$ cat src/sv/four_way_junction_queue_scheduler_unit_macros.svh
// Assertion shorthands shared by the scheduler modules.
// Each expects clk and arst_n to be visible where it is used.
`ifndef FOUR_WAY_JUNCTION_QUEUE_SCHEDULER_UNIT_MACROS_SVH
`define FOUR_WAY_JUNCTION_QUEUE_SCHEDULER_UNIT_MACROS_SVH

// Consequent checked in the same cycle as the antecedent.
`define FWJQ_ASSERT_SAME(label, ante, cons, msg) \
	label: assert property (@(posedge clk) disable iff (!arst_n) (ante) |-> (cons)) \
		else $error(msg);

// Consequent checked in the cycle after the antecedent.
`define FWJQ_ASSERT_NEXT(label, ante, cons, msg) \
	label: assert property (@(posedge clk) disable iff (!arst_n) (ante) |=> (cons)) \
		else $error(msg);

`endif

$ cat src/sv/fwjq_pkg.sv
package fwjq_pkg;

	// Configuration port geometry.
	localparam int ApbAddrW = 4;
	localparam int ApbDataW = 32;

	// Number of roads; the road fields on the ports are two bits wide.
	localparam int ROAD_COUNT = 4;

	// Register indexes on paddr[3:2].
	localparam logic [1:0] REG_PHASE_PERIOD = 2'd0;
	localparam logic [1:0] REG_START_ROAD   = 2'd1;
	localparam logic [1:0] REG_CAR_LIMIT    = 2'd2;

	// Register reset values.
	localparam logic [7:0]  PHASE_PERIOD_RST = 8'd1;
	localparam logic [1:0]  START_ROAD_RST   = 2'd0;
	localparam logic [15:0] CAR_LIMIT_RST    = 16'd200;

	// Result field widths.
	localparam int WaitW  = 32;
	localparam int CountW = 16;

	// Queue status of one word, from the queue control to the top level.
	typedef struct packed {
		logic enq;
		logic dropped;
		logic deq;
		logic bypass;
	} fwjq_qstat_t;

endpackage

$ cat src/sv/four_way_junction_queue_scheduler_unit.sv
// A word accepted on start has its result strobed on done once it has passed the
// input, queue and result registers.
// Throughput: one word per cycle; busy stays low and the receiver cannot stall.
// Reset clears the clock, phase, queue pointers, counters and configuration registers at once;
// the arrival stamp memory is not cleared and needs no clearing pass.
module four_way_junction_queue_scheduler_unit #(
	parameter int QUEUE_DEPTH = 8,
	parameter int TIME_WIDTH  = 32
) (
	input  logic                           clk,
	input  logic                           arst_n,
	input  logic                           psel,
	input  logic                           penable,
	input  logic                           pwrite,
	input  logic [fwjq_pkg::ApbAddrW-1:0]  paddr,
	input  logic [fwjq_pkg::ApbDataW-1:0]  pwdata,
	output logic [fwjq_pkg::ApbDataW-1:0]  prdata,
	output logic                           pready,
	input  logic                           start,
	output logic                           busy,
	input  logic                           arrive,
	input  logic [1:0]                     arrive_road,
	input  logic [7:0]                     time_advance,
	output logic                           done,
	output logic                           departed,
	output logic [1:0]                     departed_road,
	output logic [fwjq_pkg::WaitW-1:0]     car_wait,
	output logic [fwjq_pkg::CountW-1:0]    cars_passed,
	output logic [fwjq_pkg::WaitW-1:0]     wait_sum,
	output logic [1:0]                     green_now,
	output logic                           arrival_dropped,
	output logic                           finished
);
	import fwjq_pkg::*;

	`include "four_way_junction_queue_scheduler_unit_macros.svh"

	localparam int RoadW = $clog2(ROAD_COUNT);
	localparam int Slots = ROAD_COUNT * QUEUE_DEPTH;
	localparam int AddrW = $clog2(Slots);
	localparam int WideW = (TIME_WIDTH > WaitW) ? TIME_WIDTH : WaitW;

	// Configuration registers.
	logic [7:0]        phase_period_q;
	logic [1:0]        start_road_q;
	logic [CountW-1:0] car_limit_q;
	logic              cfg_wr;
	logic [RoadW-1:0]  start_mod;

	// Scheduler state.
	logic [TIME_WIDTH-1:0] clock_q;
	logic [TIME_WIDTH-1:0] phase_begin_q;
	logic [RoadW-1:0]      green_q;
	logic [CountW-1:0]     passed_q;
	logic [WaitW-1:0]      wait_total_q;

	// Input stage.
	logic       valid_s1;
	logic       arrive_s1;
	logic [1:0] road_s1;
	logic [7:0] adv_s1;

	// Queue stage.
	logic                  valid_s2;
	logic                  departed_s2;
	logic                  bypass_s2;
	logic                  dropped_s2;
	logic                  finished_s2;
	logic [RoadW-1:0]      green_s2;
	logic [TIME_WIDTH-1:0] clock_s2;
	logic [CountW-1:0]     passed_s2;

	// Result registers.
	logic              done_q;
	logic              departed_q;
	logic [1:0]        departed_road_q;
	logic [WaitW-1:0]  car_wait_q;
	logic [CountW-1:0] cars_passed_q;
	logic [WaitW-1:0]  wait_sum_q;
	logic [1:0]        green_now_q;
	logic              dropped_q;
	logic              finished_q;

	// Stage one logic.
	logic [TIME_WIDTH-1:0] clock_new;
	logic [TIME_WIDTH-1:0] age;
	logic                  rotate;
	logic [RoadW-1:0]      green_next;
	logic                  serve;
	logic [CountW-1:0]     passed_next;
	fwjq_qstat_t           qst;
	logic [AddrW-1:0]      wr_addr;
	logic [AddrW-1:0]      rd_addr;
	logic [TIME_WIDTH-1:0] rd_stamp;

	// Stage two logic.
	logic [TIME_WIDTH-1:0] stamp;
	logic [TIME_WIDTH-1:0] wait_full;
	logic [WideW-1:0]      wait_ext;
	logic [WaitW-1:0]      wait_sat;
	logic [WaitW:0]        sum_wide;
	logic [WaitW-1:0]      sum_sat;

	assign pready = 1'b1;
	assign busy   = 1'b0;
	assign cfg_wr = psel && penable && pwrite && pready;

	// start_road is at most 3 and the road count at least 2, so one subtract reduces it.
	always_comb begin
		if (32'(pwdata[1:0]) >= 32'(ROAD_COUNT)) begin
			start_mod = RoadW'(32'(pwdata[1:0]) - 32'(ROAD_COUNT));
		end else begin
			start_mod = RoadW'(pwdata[1:0]);
		end
	end

	always_comb begin
		unique case (paddr[3:2])
			REG_PHASE_PERIOD: prdata = ApbDataW'(phase_period_q);
			REG_START_ROAD:   prdata = ApbDataW'(start_road_q);
			REG_CAR_LIMIT:    prdata = ApbDataW'(car_limit_q);
			default:          prdata = '0;
		endcase
	end

	always_ff @(posedge clk or negedge arst_n) begin
		if (!arst_n) begin
			phase_period_q <= PHASE_PERIOD_RST;
			start_road_q   <= START_ROAD_RST;
			car_limit_q    <= CAR_LIMIT_RST;
		end else if (cfg_wr) begin
			unique case (paddr[3:2])
				REG_PHASE_PERIOD: phase_period_q <= pwdata[7:0];
				REG_START_ROAD:   start_road_q   <= pwdata[1:0];
				REG_CAR_LIMIT:    car_limit_q    <= pwdata[15:0];
				default: ;
			endcase
		end
	end

	always_ff @(posedge clk or negedge arst_n) begin
		if (!arst_n) begin
			valid_s1 <= 1'b0;
		end else begin
			valid_s1 <= start && !busy;
		end
	end

	always_ff @(posedge clk) begin
		if (start && !busy) begin
			arrive_s1 <= arrive;
			road_s1   <= arrive_road;
			adv_s1    <= time_advance;
		end
	end

	always_comb begin
		clock_new   = clock_q + TIME_WIDTH'(adv_s1);
		age         = clock_new - phase_begin_q;
		rotate      = age >= TIME_WIDTH'(phase_period_q);
		if (rotate) begin
			green_next = (green_q == RoadW'(ROAD_COUNT - 1)) ? '0 : green_q + 1'b1;
		end else begin
			green_next = green_q;
		end
		serve       = passed_q < car_limit_q;
		passed_next = passed_q + CountW'(qst.deq);
	end

	fwjq_queue_ctrl #(
		.ROAD_COUNT (ROAD_COUNT),
		.QUEUE_DEPTH(QUEUE_DEPTH),
		.RoadW      (RoadW),
		.AddrW      (AddrW)
	) u_queue_ctrl (
		.clk        (clk),
		.arst_n     (arst_n),
		.valid      (valid_s1),
		.arrive     (arrive_s1),
		.arrive_road(road_s1),
		.green      (green_next),
		.serve      (serve),
		.st         (qst),
		.wr_addr    (wr_addr),
		.rd_addr    (rd_addr)
	);

	fwjq_stamp_mem #(
		.DEPTH(Slots),
		.AW   (AddrW),
		.DW   (TIME_WIDTH)
	) u_stamp_mem (
		.clk    (clk),
		.wr_en  (valid_s1 && qst.enq),
		.wr_addr(wr_addr),
		.wr_data(clock_new),
		.rd_addr(rd_addr),
		.rd_data(rd_stamp)
	);

	// A start_road write restarts the phase; the user must write it only while no word is in flight (not enforced here).
	always_ff @(posedge clk or negedge arst_n) begin
		if (!arst_n) begin
			clock_q       <= '0;
			phase_begin_q <= '0;
			green_q       <= RoadW'(START_ROAD_RST);
			passed_q      <= '0;
		end else if (cfg_wr && (paddr[3:2] == REG_START_ROAD)) begin
			green_q       <= start_mod;
			phase_begin_q <= clock_q;
		end else if (valid_s1) begin
			clock_q  <= clock_new;
			green_q  <= green_next;
			passed_q <= passed_next;
			if (rotate) begin
				phase_begin_q <= clock_new;
			end
		end
	end

	always_ff @(posedge clk or negedge arst_n) begin
		if (!arst_n) begin
			valid_s2 <= 1'b0;
		end else begin
			valid_s2 <= valid_s1;
		end
	end

	always_ff @(posedge clk) begin
		if (valid_s1) begin
			departed_s2 <= qst.deq;
			bypass_s2   <= qst.bypass;
			dropped_s2  <= qst.dropped;
			finished_s2 <= passed_next >= car_limit_q;
			green_s2    <= green_next;
			clock_s2    <= clock_new;
			passed_s2   <= passed_next;
		end
	end

	always_comb begin
		stamp     = bypass_s2 ? clock_s2 : rd_stamp;
		wait_full = departed_s2 ? clock_s2 - stamp : '0;
		wait_ext  = WideW'(wait_full);
		wait_sat  = (wait_ext > WideW'({WaitW{1'b1}})) ? '1 : wait_ext[WaitW-1:0];
		sum_wide  = {1'b0, wait_total_q} + {1'b0, wait_sat};
		sum_sat   = sum_wide[WaitW] ? '1 : sum_wide[WaitW-1:0];
	end

	always_ff @(posedge clk or negedge arst_n) begin
		if (!arst_n) begin
			wait_total_q <= '0;
			done_q       <= 1'b0;
		end else begin
			done_q <= valid_s2;
			if (valid_s2) begin
				wait_total_q <= sum_sat;
			end
		end
	end

	always_ff @(posedge clk) begin
		if (valid_s2) begin
			departed_q      <= departed_s2;
			departed_road_q <= departed_s2 ? 2'(green_s2) : 2'b0;
			car_wait_q      <= wait_sat;
			cars_passed_q   <= passed_s2;
			wait_sum_q      <= sum_sat;
			green_now_q     <= 2'(green_s2);
			dropped_q       <= dropped_s2;
			finished_q      <= finished_s2;
		end
	end

	assign done            = done_q;
	assign departed        = departed_q;
	assign departed_road   = departed_road_q;
	assign car_wait        = car_wait_q;
	assign cars_passed     = cars_passed_q;
	assign wait_sum        = wait_sum_q;
	assign green_now       = green_now_q;
	assign arrival_dropped = dropped_q;
	assign finished        = finished_q;

	`FWJQ_ASSERT_SAME(a_result_follows, start && !busy, ##3 done, "accepted word gave no result three cycles later")
	`FWJQ_ASSERT_SAME(a_idle_result, done && !departed, (car_wait == '0) && (departed_road == 2'b0), "result without departure carries a wait or a road")
	`FWJQ_ASSERT_SAME(a_limit_kept, done && departed, cars_passed <= car_limit_q, "departure counted past the car limit")
	`FWJQ_ASSERT_NEXT(a_total_grows, 1'b1, wait_total_q >= $past(wait_total_q), "total wait decreased")

endmodule

$ cat src/sv/fwjq_stamp_mem.sv
module fwjq_stamp_mem #(
	parameter int DEPTH = 32,
	parameter int AW    = 5,
	parameter int DW    = 32
) (
	input  logic          clk,
	input  logic          wr_en,
	input  logic [AW-1:0] wr_addr,
	input  logic [DW-1:0] wr_data,
	input  logic [AW-1:0] rd_addr,
	output logic [DW-1:0] rd_data
);

	logic [DW-1:0] mem [DEPTH];

	always_ff @(posedge clk) begin
		if (wr_en) begin
			mem[wr_addr] <= wr_data;
		end
	end

	// A read of the slot written at the same edge returns the old data;
	// the caller bypasses that case.
	always_ff @(posedge clk) begin
		rd_data <= mem[rd_addr];
	end

endmodule

$ cat src/sv/fwjq_queue_ctrl.sv
module fwjq_queue_ctrl #(
	parameter int ROAD_COUNT  = 4,
	parameter int QUEUE_DEPTH = 8,
	parameter int RoadW       = 2,
	parameter int AddrW       = 5
) (
	input  logic                    clk,
	input  logic                    arst_n,
	input  logic                    valid,
	input  logic                    arrive,
	input  logic [1:0]              arrive_road,
	input  logic [RoadW-1:0]        green,
	input  logic                    serve,
	output fwjq_pkg::fwjq_qstat_t   st,
	output logic [AddrW-1:0]        wr_addr,
	output logic [AddrW-1:0]        rd_addr
);
	import fwjq_pkg::*;

	`include "four_way_junction_queue_scheduler_unit_macros.svh"

	localparam int IdxW = (QUEUE_DEPTH > 1) ? $clog2(QUEUE_DEPTH) : 1;
	localparam int CntW = $clog2(QUEUE_DEPTH + 1);

	logic [IdxW-1:0] head_q  [ROAD_COUNT];
	logic [IdxW-1:0] tail_q  [ROAD_COUNT];
	logic [CntW-1:0] count_q [ROAD_COUNT];

	logic [ROAD_COUNT-1:0] hit;
	logic [ROAD_COUNT-1:0] full;
	logic [ROAD_COUNT-1:0] enq_lane;
	logic [ROAD_COUNT-1:0] deq_lane;
	logic [CntW-1:0]       cnt_after [ROAD_COUNT];
	logic [IdxW-1:0]       tail_sel;
	logic [RoadW-1:0]      enq_road;
	logic                  in_range;
	logic                  deq;

	function automatic logic [IdxW-1:0] ring_next(input logic [IdxW-1:0] i);
		return (i == IdxW'(QUEUE_DEPTH - 1)) ? '0 : i + 1'b1;
	endfunction

	always_comb begin
		in_range = 32'(arrive_road) < 32'(ROAD_COUNT);
		tail_sel = '0;
		enq_road = '0;
		for (int r = 0; r < ROAD_COUNT; r++) begin
			hit[r]       = arrive && in_range && (32'(arrive_road) == r);
			full[r]      = count_q[r] == CntW'(QUEUE_DEPTH);
			enq_lane[r]  = hit[r] && !full[r];
			cnt_after[r] = count_q[r] + CntW'(enq_lane[r]);
			if (hit[r]) begin
				tail_sel = tail_q[r];
				enq_road = RoadW'(r);
			end
		end
		// The green queue is looked at after this word's arrival is in.
		deq = serve && (cnt_after[green] != '0);
		for (int r = 0; r < ROAD_COUNT; r++) begin
			deq_lane[r] = deq && (green == RoadW'(r));
		end
		wr_addr = AddrW'(enq_road) * AddrW'(QUEUE_DEPTH) + AddrW'(tail_sel);
		rd_addr = AddrW'(green) * AddrW'(QUEUE_DEPTH) + AddrW'(head_q[green]);
		st.enq     = |enq_lane;
		st.dropped = arrive && (!in_range || |(hit & full));
		st.deq     = deq;
		// Only an empty queue has its head on the slot being written.
		st.bypass  = (|enq_lane) && deq && (wr_addr == rd_addr);
	end

	always_ff @(posedge clk or negedge arst_n) begin
		if (!arst_n) begin
			for (int r = 0; r < ROAD_COUNT; r++) begin
				head_q[r]  <= '0;
				tail_q[r]  <= '0;
				count_q[r] <= '0;
			end
		end else if (valid) begin
			for (int r = 0; r < ROAD_COUNT; r++) begin
				if (enq_lane[r]) begin
					tail_q[r] <= ring_next(tail_q[r]);
				end
				if (deq_lane[r]) begin
					head_q[r] <= ring_next(head_q[r]);
				end
				count_q[r] <= cnt_after[r] - CntW'(deq_lane[r]);
			end
		end
	end

	for (genvar g = 0; g < ROAD_COUNT; g++) begin : g_chk
		`FWJQ_ASSERT_SAME(a_empty_aligned, count_q[g] == '0, head_q[g] == tail_q[g], "empty queue with head and tail apart")
		`FWJQ_ASSERT_SAME(a_part_apart, (count_q[g] != '0) && (count_q[g] != CntW'(QUEUE_DEPTH)), head_q[g] != tail_q[g], "partly filled queue with head on tail")
		`FWJQ_ASSERT_SAME(a_count_range, 1'b1, count_q[g] <= CntW'(QUEUE_DEPTH), "queue count beyond depth")
	end

endmodule

$ cat config.mk
export PLATFORM = sky130hd
export DESIGN_NAME = four_way_junction_queue_scheduler_unit
export DESIGN_NICKNAME = d
export VERILOG_FILES = /design/src/sv/fwjq_pkg.sv /design/src/sv/four_way_junction_queue_scheduler_unit.sv /design/src/sv/fwjq_stamp_mem.sv /design/src/sv/fwjq_queue_ctrl.sv
export VERILOG_INCLUDE_DIRS = /design/src /design/src/sv
export SDC_FILE = /design/constraint.sdc
export NUM_CORES = 2
export LEC_CHECK = 0
export BUFFER_PORTS_ARGS = -buffer_cell sky130_fd_sc_hd__buf_2
export CELL_PAD_IN_SITES_DETAIL_PLACEMENT = 0
export CELL_PAD_IN_SITES_GLOBAL_PLACEMENT = 1
export CORE_AREA = 8 8 342 344
export CTS_CLUSTER_SIZE = 12
export DETAILED_ROUTE_END_ITERATION = 8
export DIE_AREA = 0 0 350 352
export HOLD_SLACK_MARGIN = 0.02
export PLACE_DENSITY = 0.83
export REMOVE_ABC_BUFFERS = 1
export SLEW_MARGIN = 30
export SYNTH_ARGS = -nofsm -noshare
export SYNTH_HDL_FRONTEND = slang
export SYNTH_SLANG_ARGS = --single-unit
$ cat constraint.sdc
create_clock -name clk -period 21 [get_ports clk]
set_input_delay 0 -clock clk [delete_from_list [all_inputs] [get_ports clk]]
set_output_delay 0 -clock clk [all_outputs]
set_load 0.02 [all_outputs]
==> summary.md <==
| Metric | Value |
|---|---|
| Status | `finished clean` |
| Ys Warns | `0` |
| Register area share after synthesis | `0.654` |
| CP arrival | `13.65 ns` |
| Final min period | `13.17 ns` |
| Worst setup path end | `finished_s2` |
| Gr ovfl total | `0` |
| Wire per inst | `25.2 um` |
| Syn Inst Count | `4,837` |
| PnR worst setup slack | `7.83 ns` |
| CP max-delay cell | `a211oi_1` |
| Syn Area/Cell | `12.8 um2` |
| Element type at the critical path end | `flop` |
| Die Y-Extent | `352 um` |
| Number of antenna diodes | `0` |
| Fmax | `75.9 MHz` |
| Maximum clock path buffer count | `3` |
| FP Rows | `123` |
| Core Area | `112,000 um2` |
| Main synth FF type | `edfxtp_1` |
| Remaining DRCs | `0` |
| Clock latency on the worst-skew pair | `0.76 ns` |
| Synth Cell Area | `62,000 um2` |
| CP startpoint | `clock_q[0]` |
| Worst IR Drop VDD | `205 uV` |
| DR pass1 iterations | `6` |
| Setup TNS | `0 ns` |
| Cell mode on critical path | `a21o_1` |
| Final instance area | `70,100 um2` |
| WS Path Type | `reg -> reg` |
| DP Wirelength | `90.7 mm` |
| Worst-path fanout max | `34` |
| Top delay family on crit path | `compound AO/OA/AOI/OAI gates` |
| Worst path depth | `50` |
| Critical Path Start Type | `flop` |
| # resized after CTS | `0` |
| Post-CTS Setup Repair Bufs | `0` |
| Min-delay src | `pwdata[0]` |
| Tot Pwr | `12.0 mW` |
| RR Endpoint | `finished_s2` |
| CTS buffer count | `148` |
| Met1 track demand over resource | `0.365` |
| LEAKAGE | `25.6 nW` |
| Initial Util | `0.556` |
| Initial antenna violation count | `4` |
| Tcrit/Tclk final | `0.627` |
| Slew @ Worst Pin | `0.989 ns` |
| Via density | `6.17` |
| Hold WC Path Type | `in -> reg` |
| GR peak layer | `met2` |
| # IOs | `175` |
| RePlAce Congestion | `0.853` |
| R2R depth | `50` |
| Worst rel slew slack | `0.341` |
| Clock skew | `0.0313 ns` |
| Hold-fix buffers at CTS | `85` |
| Number of flops mapped to enable cells by yosys | `1,176` |
| Yosys reg bits | `1,391` |
| Area grow syn2layout | `13.1%` |
| Share of post-route cells with drive strength above 1 | `0.125` |
| Synth unique cells | `96` |
| Vias | `41,200` |
| Die ar. | `123,000 um2` |
| Reg2Reg Setup Slack | `7.83 ns` |
| RSZ-0062 raised after global routing | `no` |
| Met2 usage | `0.425` |
| Clock transition at path regs | `0.05 ns` |
| Die extent in x | `350 um` |
| Worst EP required | `21.48 ns` |
| Met3 Use GR | `0.0455` |
| CTS tree | `yes` |
| Final setup viols | `0` |
| GRT Total Usage | `0.266` |
| Dpl ws | `7.81 ns` |
| Final hold vios | `0` |
| Nets | `5,277` |
| Slowest Stage Delay on Critical Path | `0.73 ns` |
| Pwr dens | `172 nW/um2` |
| Ys async rst share | `0.132` |
| Max-slew violations | `0` |
| Clk sinks | `1,391` |
| Root Buffer | `clkbuf_16` |
| Largest net degree at the start of global routing | `167` |
| WHS | `0.0608 ns` |
| Area after DPL | `64,500 um2` |
| Buf/Inv on CP | `4` |
| First-pass GRT wire length | `248 mm` |
| H-tree lvl count | `4` |
| Vias in the first global route | `40,100` |
| Initial DRC Count | `4,502` |
| Antenna viol nets, final | `0` |
| Port bufs | `138` |
| WL final | `168 mm` |
| Maxcap violations | `0` |
| Worst reg2reg path startpoint | `clock_q[0]` |
## state kept, by name, indices dropped and copies added, names as in the netlist, 32 cells and up
| register | count |
|---|---|
| u_stamp_mem.rd_data | 32 |
| clock_s2 | 32 |
| phase_begin_q | 32 |
| wait_sum | 32 |
| wait_total_q | 32 |
| clock_q | 32 |
| u_stamp_mem.mem | 1024 |
| car_wait | 32 |
## logic make-up (layout without fill, tap and decap cells)
family | count (synthesis) | in the layout | share of synthesized area
xor+xnor | 161 | 161 | 0.0230
simple gates | 1580 | 1580 | 0.114
buf+inv | 402 | 715 | 0.0304
other cells | 2 | 18 | 0.000121
mux | 229 | 229 | 0.0392
flops | 1391 | 1391 | 0.654
fa+ha+maj | 180 | 180 | 0.0368
compound gates | 892 | 892 | 0.102
## placed cells by master, fill, tap and decap left out, types with 43 or more instances in the layout
master,instances
nand3_1,301
clkbuf_16,152
buf_2,137
o21ai_0,158
dlygate4sd3_1,84
nor2_1,154
ha_1,175
dfrtp_1,177
a211oi_1,50
a21o_1,43
mux2i_1,177
inv_1,111
a21oi_1,189
clkbuf_1,61
nor3_1,55
nand2_1,783
a21boi_0,68
buf_4,103
nor4_1,43
edfxtp_1,1176
and3_1,58
xnor2_1,80
xor2_1,53
## stage by stage
step | instances | util
floorplan | 4567 | -
global placement | 6309 | 0.578
detailed placement | 6309 | 0.578
CTS | 6666 | 0.629
global route | 6666 | 0.629
finish | 6666 | 0.629
## where the power goes
part           total [mW]  switching (mW)  internal (mW)
Clock                2.54            1.05           1.48
Combinational        5.77            3.86           1.91
Sequential           3.73           0.156           3.57
Total                12.0            5.07           6.97
## Yosys cell counts, drive strengths merged, types with 73 or more instances
| master | n | area, um2 |
|---|---|---|
| xnor2 | 95 | 832 |
| ha | 176 | 2200 |
| o21ai | 192 | 965 |
| dfrtp | 179 | 4480 |
| clkbuf | 135 | 507 |
| mux2i | 179 | 1820 |
| buf | 151 | 941 |
| a211oi | 73 | 663 |
| nor2 | 193 | 749 |
| inv | 116 | 438 |
| nand2 | 788 | 2960 |
| a21oi | 190 | 955 |
| edfxtp | 1176 | 35300 |
| nand3 | 302 | 1520 |
## cell type report
| type | instances | area (um2) |
|---|---|---|
| Fill cell | 8334 | 41400 |
| Multi-Input combinational cell | 3060 | 20200 |
| Sequential cell | 1391 | 40500 |
| Tap cell | 1500 | 1880 |
| Clock inverter | 39 | 423 |
| Timing Repair Buffer | 327 | 2360 |
| Inverter | 116 | 438 |
| Clock buffer | 233 | 4310 |
## worst register-to-register path: cells and delay by family (launching register included)
kind	cells	cell delay, ns
flops	1	0.39
simple gates	13	3.32
fa+ha+maj	6	1.91
xor+xnor	1	0.16
compound gates	26	6.35
buf+inv	4	0.81
## worst min-delay path by stage
stage | end | slack (ns) | cells past startpoint
2_1_floorplan | car_limit_q[0] | -0.30 | 0
3_3_place_gp | wait_total_q[1] | 0.15 | 1
3_5_place_dp | wait_total_q[0] | 0.14 | 1
4_1_cts | phase_period_q[0] | 0.02 | 3
5_1_grt | phase_period_q[0] | 0.05 | 3
6_report | phase_period_q[0] | 0.06 | 3
## routing by layer
layer  share of wire  wire, um  up-vias
li1                -         -    18500
met1            0.40     67100    20200
met2            0.46     77200     2150
met3            0.10     17400      341
met4           0.037      6170        0
met5               0         0        -
(Power assumes the default switching activity.)
